**src/rtl/core/sgb_pkg.sv**
```systemverilog
// Shared types and constants of the separable Gaussian blur.
`timescale 1ns / 1ps
`default_nettype none
package sgb_pkg;
    localparam int MaxRows   = 256;
    localparam int MaxCols   = 256;
    localparam int MaxRadius = 4;
    localparam int PixelBits = 16;
    localparam int TapCount  = 5;
    localparam int RowBits   = $clog2(MaxRows);
    localparam int ColBits   = $clog2(MaxCols);
    localparam int AddrBits  = RowBits + ColBits;
    localparam int DimBits   = RowBits + 1;
    localparam int InterBits = PixelBits + 8;
    localparam int TapBits   = 16;
    localparam int RadBits   = 3;
    localparam int AccBits   = InterBits + TapBits + 4;

    typedef enum logic [2:0]
    {
        CFG_ROWS  = 3'd0,
        CFG_COLS  = 3'd1,
        CFG_RAD   = 3'd2,
        CFG_TAP0  = 3'd3,
        CFG_TAP1  = 3'd4,
        CFG_TAP2  = 3'd5,
        CFG_TAP3  = 3'd6,
        CFG_TAP4  = 3'd7
    } cfg_idx_t;

    typedef enum logic [2:0]
    {
        ST_IDLE,
        ST_HMAC,
        ST_HDRAIN,
        ST_VMAC,
        ST_VDRAIN
    } state_t;

    // controller to datapath
    typedef struct packed
    {
        logic load;       // write pixel, advance load counters
        logic h_start;    // clear accumulator, tap index to -radius, column 0
        logic v_start;    // clear accumulator for vertical pass
        logic mac_issue;  // issue one read for current tap
        logic tap_adv;    // advance tap index
        logic h_col_adv;  // next column, restart taps
        logic h_write;    // store horizontal result
        logic v_emit;     // present vertical result
    } cmd_t;

    // datapath to controller
    typedef struct packed
    {
        logic frame_ready;
        logic row_done;   // load filled the row
        logic tap_last;   // current tap is the last
        logic col_last;   // current horizontal column is the last
        logic acc_done;   // pipeline has drained the last product
    } stat_t;
endpackage
`default_nettype wire

```
**src/rtl/core/sgb_ctrl.sv**
```systemverilog
// Controller state machine of the blur.
`timescale 1ns / 1ps
`default_nettype none
module sgb_ctrl (
    input  wire logic          clk,
    input  wire logic          rst_n,
    input  wire logic          start,
    input  wire logic          kind,
    input  wire sgb_pkg::stat_t stat,
    output logic               busy,
    output sgb_pkg::cmd_t      cmd
);
    sgb_pkg::state_t state_reg, state_next;

    always_ff @(posedge clk or negedge rst_n)
    begin
        if (!rst_n)
        begin
            state_reg <= sgb_pkg::ST_IDLE;
        end
        else
        begin
            state_reg <= state_next;
        end
    end

    logic go;
    assign go = start && (state_reg == sgb_pkg::ST_IDLE);

    always_comb
    begin
        state_next = state_reg;
        unique case (state_reg)
            sgb_pkg::ST_IDLE:
            begin
                if (go && !kind && !stat.frame_ready && stat.row_done)
                begin
                    state_next = sgb_pkg::ST_HMAC;
                end
                else if (go && kind && stat.frame_ready)
                begin
                    state_next = sgb_pkg::ST_VMAC;
                end
            end
            sgb_pkg::ST_HMAC:
            begin
                if (stat.tap_last)
                begin
                    state_next = sgb_pkg::ST_HDRAIN;
                end
            end
            sgb_pkg::ST_HDRAIN:
            begin
                if (stat.acc_done)
                begin
                    state_next = stat.col_last ? sgb_pkg::ST_IDLE : sgb_pkg::ST_HMAC;
                end
            end
            sgb_pkg::ST_VMAC:
            begin
                if (stat.tap_last)
                begin
                    state_next = sgb_pkg::ST_VDRAIN;
                end
            end
            sgb_pkg::ST_VDRAIN:
            begin
                if (stat.acc_done)
                begin
                    state_next = sgb_pkg::ST_IDLE;
                end
            end
            default:
            begin
                state_next = sgb_pkg::ST_IDLE;
            end
        endcase
    end

    always_comb
    begin
        cmd  = '0;
        busy = (state_reg != sgb_pkg::ST_IDLE);
        unique case (state_reg)
            sgb_pkg::ST_IDLE:
            begin
                cmd.load    = go && !kind && !stat.frame_ready;
                cmd.h_start = go && !kind && !stat.frame_ready && stat.row_done;
                cmd.v_start = go && kind && stat.frame_ready;
            end
            sgb_pkg::ST_HMAC, sgb_pkg::ST_VMAC:
            begin
                cmd.mac_issue = 1'b1;
                cmd.tap_adv   = !stat.tap_last;
            end
            sgb_pkg::ST_HDRAIN:
            begin
                cmd.h_write   = stat.acc_done;
                cmd.h_col_adv = stat.acc_done && !stat.col_last;
            end
            sgb_pkg::ST_VDRAIN:
            begin
                cmd.v_emit = stat.acc_done;
            end
            default:
            begin
                cmd = '0;
            end
        endcase
    end

    // a pass never starts while another is running
    assert property (@(posedge clk) disable iff (!rst_n)
        busy |-> !(cmd.h_start || cmd.v_start || cmd.load))
        else $error("start command while busy");
    assert property (@(posedge clk) disable iff (!rst_n)
        cmd.v_emit |=> state_reg == sgb_pkg::ST_IDLE)
        else $error("result not followed by idle");
    assert property (@(posedge clk) disable iff (!rst_n)
        cmd.h_start |=> state_reg == sgb_pkg::ST_HMAC)
        else $error("row pass did not begin");
endmodule
`default_nettype wire

```
**config.mk**
```make
export PLATFORM = sky130hd
export DESIGN_NAME = sgb_ctrl
export DESIGN_NICKNAME = d
export VERILOG_FILES = /design/src/rtl/core/sgb_pkg.sv /design/src/rtl/core/sgb_ctrl.sv
export SDC_FILE = /design/constraint.sdc
export NUM_CORES = 1
export LEC_CHECK = 0
export BUFFER_PORTS_ARGS = -buffer_cell sky130_fd_sc_hd__buf_2
export CAP_MARGIN = 20
export CELL_PAD_IN_SITES_DETAIL_PLACEMENT = 0
export CELL_PAD_IN_SITES_GLOBAL_PLACEMENT = 1
export CORE_AREA = 2 2 39 41
export DETAILED_ROUTE_END_ITERATION = 8
export DIE_AREA = 0 0 41 43
export PLACE_DENSITY_LB_ADDON = 0.25
export SLEW_MARGIN = 0
export SYNTH_ARGS = -nofsm -noshare
export SYNTH_HDL_FRONTEND = slang
export SYNTH_SLANG_ARGS = --single-unit
```
**constraint.sdc**
```tcl
create_clock -name clk -period 1.8 [get_ports clk]
set_input_delay 0 -clock clk [delete_from_list [all_inputs] [get_ports clk]]
set_output_delay 0 -clock clk [all_outputs]
set_load 0.05 [all_outputs]
```
# ---- Word level (Yosys, flattened, before mapping)
# Cells that the tools add are included.
dict set report op_classes {
  n_addsub 0
  n_mul 0
  div 0
  magnitude_cmp 0
  n_eq_ne 9
  shifts 0
  muxes 12
  n_bitwise 0
  n_reduce_logical 15
}
# operator count
set ops {}
lappend ops {{$mux 3} 7}
lappend ops {{$pmux 3 s5} 1}
lappend ops {{$ne 2x2->1 const B} 4}
lappend ops {{$logic_and 1x1->1} 7}
lappend ops {{$eq 3x2->1 const B} 2}
lappend ops {{$reduce_and 5->1} 1}
lappend ops {{$logic_not 1->1} 4}
lappend ops {{$mux 2} 2}
lappend ops {{$eq 3x1->1 const B} 1}
lappend ops {{$eq 3x3->1 const B} 1}
lappend ops {{$logic_not 3->1} 1}
lappend ops {{$ne 3x1->1 const B} 1}
lappend ops {{$reduce_bool 3->1} 1}
lappend ops {{$mux 1} 2}
lappend ops {{$reduce_or 2->1} 1}
dict set report totals {
  register_bits 3
  latch_bits 0
  mem_bits_rw 0
  romBits 0
  wordCells 37
  mem_count 0
}

# ---- Depth between registers and ports, before layout
# Gate-level depths: netlist of the first run.
dict set report logic_depth {
  depth_word 7
  mapped_depth 3
  ltp_nobuf 3
}

# ---- Worst setup path before layout of the first run
# OpenSTA, ideal clock, no wires.
dict set report synth_path {
  kind {register -> output}
  startpoint {register state_reg[1]}
  endpoint {output cmd[6] (netlist bit)}
  t_arrival_ps 2161
  setup_slack_ps -361
  path_stages_with_launch 4
  path_cell_list {dfrtp_1 > or4b_4 > nor3_2 > and2_1}
}
# element line
set synth_rtl {}
lappend synth_rtl {{start, declared} sgb_ctrl.sv:13} ;# sgb_pkg::state_t state_reg, state_next;
lappend synth_rtl {{start signal, assigned} sgb_ctrl.sv:19} ;# state_reg <= sgb_pkg::ST_IDLE;
lappend synth_rtl {{start signal, assigned} sgb_ctrl.sv:23} ;# state_reg <= state_next;
lappend synth_rtl {{end, declared} sgb_ctrl.sv:11} ;# output sgb_pkg::cmd_t cmd

==> results of run 1 <==
stage by stage:
step | power (uW) | instance area (um^2) | instances | util
finish | 631.1 | 409.1 | 71 | 0.2957
global route | 685.0 | 409.1 | 71 | 0.2957
CTS | 641.9 | 405.4 | 71 | 0.2929
detailed placement | 517.0 | 366.6 | 66 | 0.2649
global placement | 523.1 | 366.6 | 66 | 0.2649
floorplan | 417.6 | 254.0 | 32 | -
kinds of logic (layout without fill, tap and decap cells):
family | after synthesis | count (layout) | share of synthesized area
AOI/OAI and AO/OA | 6 | 6 | 0.1786
buffers and inverters | 3 | 26 | 0.04592
DFF | 3 | 3 | 0.3061
and+or+nand+nor | 20 | 20 | 0.4694
worst reg2reg max path, cell delays in order, from the launching register on:
cell and delay, ns:
dfrtp_1 0.41, or4b_4 0.58, nor2_2 0.15, o31a_1 0.15
cell usage after synthesis, drive strengths merged:
cell,n
o31a,1
nor2,5
or4b,1
inv,3
o32ai,1
nand2b,1
nand2,6
and2,2
o21ai,1
and3,3
nor3b,1
a211oi,1
o22ai,1
dfrtp,3
a21boi,1
nor3,1
timing repair:
item                                   CTS  global route
hold buffers                             1             0
setup endpoints to repair                1             1
gates resized for setup                  1             1
endpoints found under the hold margin    3             0
path summary, 6_finish.rpt:
check,from,endpoint,slack (ns),depth (start not counted)
min in group asynchronous,rst_n,state_reg[0]$_DFFE_PN0P_,0.09,2
setup / recovery,state_reg[2]$_DFFE_PN0P_,cmd[6],0.1,4
hold reg to reg,state_reg[2]$_DFFE_PN0P_,state_reg[2]$_DFFE_PN0P_,0.60,2
setup reg to reg,state_reg[2]$_DFFE_PN0P_,state_reg[1]$_DFFE_PN0P_,0.46,3
hold / removal,stat[2],state_reg[0]$_DFFE_PN0P_,0.02,2
max in group asynchronous,rst_n,state_reg[2]$_DFFE_PN0P_,1.60,2
power breakdown:
group / total, uW / internal, uW / switching [uW] / leakage, uW
registers: 114 / 91.4 / 23.0 / 0.0000392
logic: 401 / 125 / 277 / 0.000169
clock network: 115 / 82.9 / 32.3 / 0.0000150
layout make-up:
cell class	count	share of cell area
multi-input combinational	26	0.4098
clock buffer	4	0.06422
timing repair buffer	19	0.2661
sequential	3	0.1835
tap	16	0.04893
inverter	3	0.02752
metal layers:
layer | share of wire | GRT usage | vias to the layer above | wire, um
li1 | - | - | 158 | -
met1 | 0.43 | 0.1042 | 135 | 282
met2 | 0.53 | 0.1531 | 7 | 354
met3 | 0.038 | 0.03141 | 0 | 25
met4 | 0 | 0.06000 | 0 | 0
met5 | 0 | 0 | - | 0
==> impl_metrics.env, run 1 <==
export IMPL_grt_pass1_vias=277
export IMPL_yosys_top_cells_area="dfrtp_1 (31%), nand2_1 (9.2%), and3_2 (6.1%)"
export IMPL_antenna_found_initial=0
export IMPL_netlist_area_leader_share=0.3061
export IMPL_cp_start_kind="flip-flop"
export IMPL_grtUsageTotal=0.09677
export IMPL_finClkSkew_ns=0.0009018
export IMPL_slowest_stage="or4b_4"
export IMPL_wl_per_cell_um=9.324
export IMPL_die_area_um2=1763
export IMPL_place_congestion=0.7025
export IMPL_ys_seq_area_frac=0.3061
export IMPL_core_area_um2=1384
export IMPL_grt_pass1_wl_um=1110
export IMPL_rows=14
export IMPL_post_place_ws_ns=0.2385
export IMPL_cp_top_family="simple AND/OR/NAND/NOR gates"
export IMPL_vias_per_cell=4.225
export IMPL_die_h_um=43
export IMPL_cts_inserted_buffers=3
export IMPL_final_cell_mix="buf_2 (16), nand2_1 (6), nor2_1 (4)"
export IMPL_drc_errors=0
export IMPL_arrival_ns=1.70
export IMPL_syn_to_final_growth_pct=66.84
export IMPL_drive_gt1_frac=0.4909
export IMPL_cts_tree="built"
export IMPL_syn_nets=41
export IMPL_globalRoute_totalOverflow=0
export IMPL_worst_pin_slew_ns=0.2509
export IMPL_root_buffer="clkbuf_4"
export IMPL_worstSetupEndpointType="output pin"
export IMPL_multi_input_area_um2=167.7
export IMPL_drt_wl_total_um=662
export IMPL_grt_max_degree=9
export IMPL_ys_types=18
export IMPL_yosys_warnings=0
export IMPL_ant_nets=0
export IMPL_status="complete, no violations"
export IMPL_tns_ns=0
export IMPL_crit_buf_inv=1
export IMPL_ys_ff_latch=3
export IMPL_clkSlewWorstSetupHoldPaths_ns=0.04
export IMPL_fmax_ghz=0.5881
export IMPL_cts_sinks=3
export IMPL_place_hpwl_um=558.2
export IMPL_fin_nets=65
export IMPL_holdWs_ns=0.02115
export IMPL_num_vias=300
export IMPL_final_critical_path_setup_slack_ns=0.09964
export IMPL_seqCellArea_um2=75.07
export IMPL_required_ns=1.80
export IMPL_cts_setup_buffers=0
export IMPL_drv_slew=0
export IMPL_crit_type="flip-flop to output pin"
export IMPL_synth_cells=32
export IMPL_cap_violations=0
export IMPL_finalSetupViolations=0
export IMPL_port_buffers=17
export IMPL_largest_reg_flops=3
export IMPL_finalHoldViolations=0
export IMPL_cts_path_max_buffers=2
export IMPL_crit_fanout=5
export IMPL_syn_avg_cell_area_um2=7.664
export IMPL_power_density_nw_per_um2=1543
export IMPL_fin_crit_sh=0.9446
export IMPL_path_cells="or4b_4 -> nor3_4 -> and2_4 -> buf_6"
export IMPL_num_antenna_cells=0
export IMPL_die_w_um=41
export IMPL_fill_cells=157
export IMPL_initial_utilization=0.1772
export IMPL_num_io_pins=18
export IMPL_cts_htree_levels=1
export IMPL_slew_headroom=0.8339
export IMPL_fin_crit_ns=1.700
export IMPL_hold_class="input pin to flip-flop"
export IMPL_drtPass1Iterations=1
export IMPL_synth_top_area_cell="dfrtp_1"
export IMPL_vdd_drop_max_mv=0.4553
export IMPL_layout_commonest_cell="buf_2"
export IMPL_cp_slowest_stage_delay_ns=0.58
export IMPL_synth_area_um2=245.2
export IMPL_drt_iter0_markers=0
export IMPL_insertion_delay_ns=0.23
export IMPL_power_leakage_uw=0.0002237
(Power assumes the default switching activity.)
==> run 2, diff against run 1 <==
--- a/config.mk
+++ b/config.mk
@@ -6,12 +6,12 @@
 export NUM_CORES = 1
 export LEC_CHECK = 0
 export BUFFER_PORTS_ARGS = -buffer_cell sky130_fd_sc_hd__buf_2
-export CAP_MARGIN = 20
 export CELL_PAD_IN_SITES_DETAIL_PLACEMENT = 0
 export CELL_PAD_IN_SITES_GLOBAL_PLACEMENT = 1
 export CORE_AREA = 2 2 39 41
 export DETAILED_ROUTE_END_ITERATION = 8
 export DIE_AREA = 0 0 41 43
+export GPL_TIMING_DRIVEN = 0
 export PLACE_DENSITY_LB_ADDON = 0.25
 export SLEW_MARGIN = 0
 export SYNTH_ARGS = -nofsm -noshare
==> run 2 against run 1 <==
  * Cell count shrank 1.4%
  * Register-to-register slack about the same
  * First-iteration DRC count is 8 higher
  * Worst hold slack improved by 0.0061 ns
  * Clock power barely moved
  * Wire length down 3.8%
  * Sequential cell count did not move
  * Largest cell class unchanged
  * Clock-buffer cell count unchanged
  * Maximum frequency fell by 1.2%
  * Total power is 1.1% lower
  * Utilization decreased by 0.72 points
==> impl_metrics.env, run 2 (synthesized netlist as in run 1, its figures left out) <==
export IMPL_rsz0062_at_grt="no"
export IMPL_cts_inserted_buffers=3
export IMPL_min_from="stat[0]"
export IMPL_insertion_delay_ns=0.23
export IMPL_die_h_um=43
export IMPL_slew_headroom=0.7948
export IMPL_largest_reg_flops=3
export IMPL_drt_wl_total_um=637
export IMPL_cts_sinks=3
export IMPL_cts_htree_levels=1
export IMPL_num_vias=301
export IMPL_cp_start_kind="flip-flop"
export IMPL_power_density_nw_per_um2=1564
export IMPL_drc_errors=0
export IMPL_fill_cells=153
export IMPL_fmax_ghz=0.5813
export IMPL_placed_area_um2=359.1
export IMPL_grt_pass1_wl_um=972
export IMPL_layout_commonest_cell="buf_2"
export IMPL_tns_ns=0
export IMPL_place_hpwl_um=508.9
export IMPL_status="complete, no violations"
export IMPL_holdWs_ns=0.02728
export IMPL_grt_max_degree=10
export IMPL_path_cells="or4b_4 -> nor3_4 -> and2_4 -> buf_4"
export IMPL_drive_gt1_frac=0.5000
export IMPL_hold_class="input pin to flip-flop"
export IMPL_cap_violations=0
export IMPL_stdcell_area_um2=399.1
export IMPL_arrival_ns=1.72
export IMPL_finalHoldViolations=0
export IMPL_vdd_drop_max_mv=0.4895
export IMPL_wl_per_cell_um=9.100
export IMPL_fin_nets=64
export IMPL_grt_pass1_vias=257
export IMPL_worst_pin_slew_ns=0.3069
export IMPL_fin_total_pwr_uw=624.4
export IMPL_reg2reg_from="state_reg[2]$_DFFE_PN0P_"
export IMPL_die_area_um2=1763
export IMPL_reg2reg_depth=3
export IMPL_final_cell_mix="buf_2 (16), nand2_1 (6), nor2_1 (4)"
export IMPL_cts_path_max_buffers=2
export IMPL_cts_tree="built"
export IMPL_core_area_um2=1384
export IMPL_port_buffers=17
export IMPL_power_leakage_uw=0.0002165
export IMPL_post_place_ws_ns=0.2413
export IMPL_rows=14
export IMPL_fin_crit_ns=1.720
export IMPL_fin_crit_sh=0.9557
export IMPL_finalSetupViolations=0
export IMPL_crit_type="flip-flop to output pin"
export IMPL_finClkSkew_ns=0.0004296
export IMPL_num_antenna_cells=0
export IMPL_initial_utilization=0.1772
export IMPL_clkSlewWorstSetupHoldPaths_ns=0.04
export IMPL_place_congestion=0.7279
export IMPL_worstSetupEndpointType="output pin"
export IMPL_drtPass1Iterations=2
export IMPL_grtUsageTotal=0.08459
export IMPL_drv_slew=0
export IMPL_crit_path_start="state_reg[2]$_DFFE_PN0P_"
export IMPL_globalRoute_totalOverflow=0
export IMPL_die_w_um=41
export IMPL_root_buffer="clkbuf_4"
export IMPL_ant_nets=0
export IMPL_crit_fanout=5
export IMPL_reg2reg_setup_slack_ns=0.46
export IMPL_cp_slowest_stage_delay_ns=0.58
export IMPL_final_critical_path_setup_slack_ns=0.07977
export IMPL_slowest_stage="or4b_4"
export IMPL_drt_iter0_markers=8
export IMPL_required_ns=1.80
export IMPL_antenna_found_initial=0
export IMPL_r2r_end="state_reg[1]$_DFFE_PN0P_"
export IMPL_endpoint="cmd[6]"
export IMPL_syn_to_final_growth_pct=62.76
export IMPL_vias_per_cell=4.300
export IMPL_num_io_pins=18
-- run 2: cell types whose count changed in the layout (fill, tap and decap cells not counted), sizes merged --
cell  previous run  this run
buf             18        17
-- run 2: metal layers --
layer  vias up  GRT usage  wire length, um
met3         2    0.01571               33
met5         -          0                0
met2         9     0.1250              314
li1        156          -                -
met4         0    0.08000               14
met1       134    0.09416              275
-- run 2: worst max-delay path: cells and delay by family (launching register included) --
kind / cells / cell delay (ns)
and+or+nand+nor: 3 / 0.90
DFF: 1 / 0.40
buffers and inverters: 1 / 0.18
-- run 2: stage by stage --
| step | cells | utilization |
|---|---|---|
| 2_1_floorplan | 32 | - |
| 4_1_cts | 70 | 0.2875 |
| 3_5_place_dp | 65 | 0.2595 |
| 6_report | 70 | 0.2884 |
| 5_1_grt | 70 | 0.2884 |
| 3_3_place_gp | 65 | 0.2595 |
-- run 2: final cells by class --
class	instances	area (um^2)	share of cell area
multi-input combinational	26	167.7	0.4201
sequential	3	76.32	0.1912
tap	16	20.02	0.05016
inverter	3	11.26	0.02821
clock buffer	4	26.28	0.06583
timing repair buffer	18	97.59	0.2445
-- run 2: power breakdown --
group	internal (uW)	total, uW	leakage (uW)	switching [uW]
clock	83.1	118	0.0000150	35.4
combinational	112	375	0.000164	263
sequential	93.3	131	0.0000379	37.3
total	289	624	0.000217	336
-- run 2: worst min-delay path by stage --
stage / end / slack, ns / cells after the start
finish: state_reg[2]$_DFFE_PN0P_ / 0.03 / 2
global route: state_reg[0]$_DFFE_PN0P_ / 0.03 / 2
CTS: state_reg[2]$_DFFE_PN0P_ / 0.02 / 2
detailed placement: state_reg[1]$_DFFE_PN0P_ / -0.20 / 1
global placement: state_reg[1]$_DFFE_PN0P_ / -0.20 / 1
floorplan: state_reg[0]$_DFFE_PN0P_ / -0.30 / 0
-- run 2: repair_timing --
item / in CTS / in global routing
hold buffers: 1 / 0
hold endpoints to repair: 3 / 0
endpoints found under the setup margin: 1 / 1
buffers inserted: 0 / 0
gates resized for setup: 1 / 1
==> run 3, diff against run 2 <==
--- a/config.mk
+++ b/config.mk
@@ -5,7 +5,7 @@
 export SDC_FILE = /design/constraint.sdc
 export NUM_CORES = 1
 export LEC_CHECK = 0
-export BUFFER_PORTS_ARGS = -buffer_cell sky130_fd_sc_hd__buf_2
+export BUFFER_PORTS_ARGS = -buffer_cell sky130_fd_sc_hd__buf_4
 export CELL_PAD_IN_SITES_DETAIL_PLACEMENT = 0
 export CELL_PAD_IN_SITES_GLOBAL_PLACEMENT = 1
 export CORE_AREA = 2 2 39 41
@@ -13,7 +13,7 @@
 export DIE_AREA = 0 0 41 43
 export GPL_TIMING_DRIVEN = 0
 export PLACE_DENSITY_LB_ADDON = 0.25
-export SLEW_MARGIN = 0
+export SLEW_MARGIN = 10
 export SYNTH_ARGS = -nofsm -noshare
 export SYNTH_HDL_FRONTEND = slang
 export SYNTH_SLANG_ARGS = --single-unit
==> constraint.sdc (replaced) <==
create_clock -name clk -period 1.4 [get_ports clk]
set_input_delay 0 -clock clk [delete_from_list [all_inputs] [get_ports clk]]
set_output_delay 0 -clock clk [all_outputs]
set_load 0.05 [all_outputs]
==> run 3 against run 2 <==
  * The flow now finishes with violations (negative setup slack)
  * Cell count increased by 8.6%
  * Critical endpoint unchanged
  * Clock skew increased by 0.0011 ns
  * Sequential power increased by 11%
  * Clock-buffer cell count unchanged
  * Via count increased by 15%
  * Non-clock buffer count increased by 6
  * Die area unchanged
  * Worst hold slack improved by 0.061 ns
  * Utilization increased by 9.3 points
  * Register-to-register slack got worse by 0.50 ns
  * Clock power increased by 30%
==> impl_metrics.env, run 3 (synthesized netlist as in run 1, its figures left out) <==
export IMPL_status="complete, but fails checks"
export IMPL_violations="negative setup slack"
export IMPL_die_w_um=41
export IMPL_syn_to_final_growth_pct=115.3
export IMPL_cts_htree_levels=1
export IMPL_drt_iter0_markers=9
export IMPL_clkSlewWorstSetupHoldPaths_ns=0.04
export IMPL_cp_start_kind="flip-flop"
export IMPL_grt_max_degree=9
export IMPL_slew_headroom=0.8134
export IMPL_multi_input_area_um2=180.2
export IMPL_cts_inserted_buffers=3
export IMPL_vdd_drop_max_mv=0.8064
export IMPL_finalSetupViolations=4
export IMPL_root_buffer="clkbuf_4"
export IMPL_largest_reg_flops=3
export IMPL_finalNonFillerCells=76
export IMPL_cp_top_family="simple AND/OR/NAND/NOR gates"
export IMPL_required_ns=1.40
export IMPL_final_critical_path_setup_slack_ns=-0.2299
export IMPL_cap_violations=0
export IMPL_tns_ns=-0.7025
export IMPL_globalRoute_totalOverflow=0
export IMPL_drv_slew=0
export IMPL_cts_sinks=3
export IMPL_path_cells="or4b_4 -> nor3_4 -> and2_4 -> buf_8"
export IMPL_worstSetupEndpointType="output pin"
export IMPL_layout_commonest_cell="buf_4"
export IMPL_cts_path_max_buffers=2
export IMPL_fin_crit_sh=1.164
export IMPL_fin_nets=70
export IMPL_seqCellArea_um2=76.32
export IMPL_cp_slowest_stage_delay_ns=0.56
export IMPL_cts_tree="built"
export IMPL_holdWs_ns=0.08815
export IMPL_num_antenna_cells=0
export IMPL_hold_class="input pin to asynchronous set/reset pin"
export IMPL_die_area_um2=1763
export IMPL_final_cell_mix="buf_4 (17), nand2_1 (6)"
export IMPL_rows=14
export IMPL_power_leakage_uw=0.0002615
export IMPL_place_hpwl_um=517.2
export IMPL_slowest_stage="or4b_4"
export IMPL_reg2reg_from="state_reg[1]$_DFFE_PN0P_"
export IMPL_arrival_ns=1.63
export IMPL_drc_errors=0
export IMPL_finClkSkew_ns=0.001502
export IMPL_crit_fanout=2
export IMPL_place_congestion=0.7483
export IMPL_reg2reg_setup_slack_ns=-0.04
export IMPL_drive_gt1_frac=0.5667
export IMPL_drt_wl_total_um=806
export IMPL_power_density_nw_per_um2=1819
export IMPL_port_buffers=17
export IMPL_die_h_um=43
export IMPL_crit_path_start="state_reg[1]$_DFFE_PN0P_"
export IMPL_finalHoldViolations=0
export IMPL_insertion_delay_ns=0.23
export IMPL_fill_cells=149
export IMPL_fmax_ghz=0.6136
export IMPL_initial_utilization=0.1772
export IMPL_vias_per_cell=4.566
export IMPL_grtUsageTotal=0.1017
export IMPL_crit_buf_inv=1
export IMPL_wl_per_cell_um=10.61
export IMPL_core_area_um2=1384
export IMPL_grt_pass1_wl_um=1090
export IMPL_rsz0062_at_grt="yes"
export IMPL_fin_crit_ns=1.630
export IMPL_num_io_pins=18
export IMPL_ant_nets=0
export IMPL_worst_pin_slew_ns=0.2791
export IMPL_place_inst=65
export IMPL_crit_type="flip-flop to output pin"
export IMPL_antenna_found_initial=0
export IMPL_grt_pass1_vias=263
export IMPL_num_vias=347
export IMPL_drtPass1Iterations=4
[run 3: cell count changes in the layout (fill, tap and decap cells not counted), moves of 2 or more]
cell           before  now
buf_4               1   17
dlygate4sd3_1       1    3
buf_2              16    0
nor2_1              4    2
buf_8               0    3
[run 3: final timing paths]
check                                                 to  depth (start not counted)
worst max-delay path                              cmd[6]                          4
worst min-delay path            state_reg[2]$_DFFE_PN0P_                          2
worst max register to register  state_reg[1]$_DFFE_PN0P_                          4
worst min register to register  state_reg[2]$_DFFE_PN0P_                          2
max in group asynchronous       state_reg[1]$_DFFE_PN0P_                          2
min in group clk                state_reg[0]$_DFFE_PN0P_                          3
[run 3: worst register-to-register path, stage by stage, from the launching register on]
cell	delay, ns
dfrtp_2	0.40
or4b_4	0.56
buf_4	0.16
nor2_4	0.11
o31a_1	0.14
[run 3: report_power, final]
part	internal, uW	switching (uW)
registers	120	25.0
clock network	107	46.4
logic	258	404
[run 3: area by class of cell]
| class | count | area share |
|---|---|---|
| clock buffer | 4 | 0.04976 |
| timing repair buffer | 24 | 0.4052 |
| tap | 16 | 0.03791 |
| inverter | 3 | 0.02133 |
| multi-input combinational | 26 | 0.3412 |
| sequential | 3 | 0.1445 |
[run 3: repair_timing]
item	in CTS	in global routing
resized for setup	6	6
gates cloned	0	0
setup endpoints to repair	3	6
hold buffers	3	0
endpoints found under the hold margin	5	0
buffers inserted	3	2
pin swaps	2	1
[run 3: metal layers]
| layer | vias up | track usage | wire length (um) |
|---|---|---|---|
| li1 | 167 | - | - |
| met1 | 169 | 0.1104 | 305 |
| met2 | 11 | 0.1438 | 465 |
| met3 | 0 | 0.03141 | 36 |
| met4 | 0 | 0.1000 | 0 |
| met5 | - | 0 | 0 |
[run 3: stage by stage]
stage	power, uW	area (um^2)	util	worst slack, ns
6_report	960.2	528.0	0.3816	-0.2299
5_1_grt	1026	528.0	0.3816	-0.2982
4_1_cts	915.1	500.5	0.3617	-0.2401
3_5_place_dp	692.3	401.6	0.2902	-0.1060
3_3_place_gp	693.8	401.6	0.2902	-0.1072
2_1_floorplan	536.9	254.0	-	-0.3903
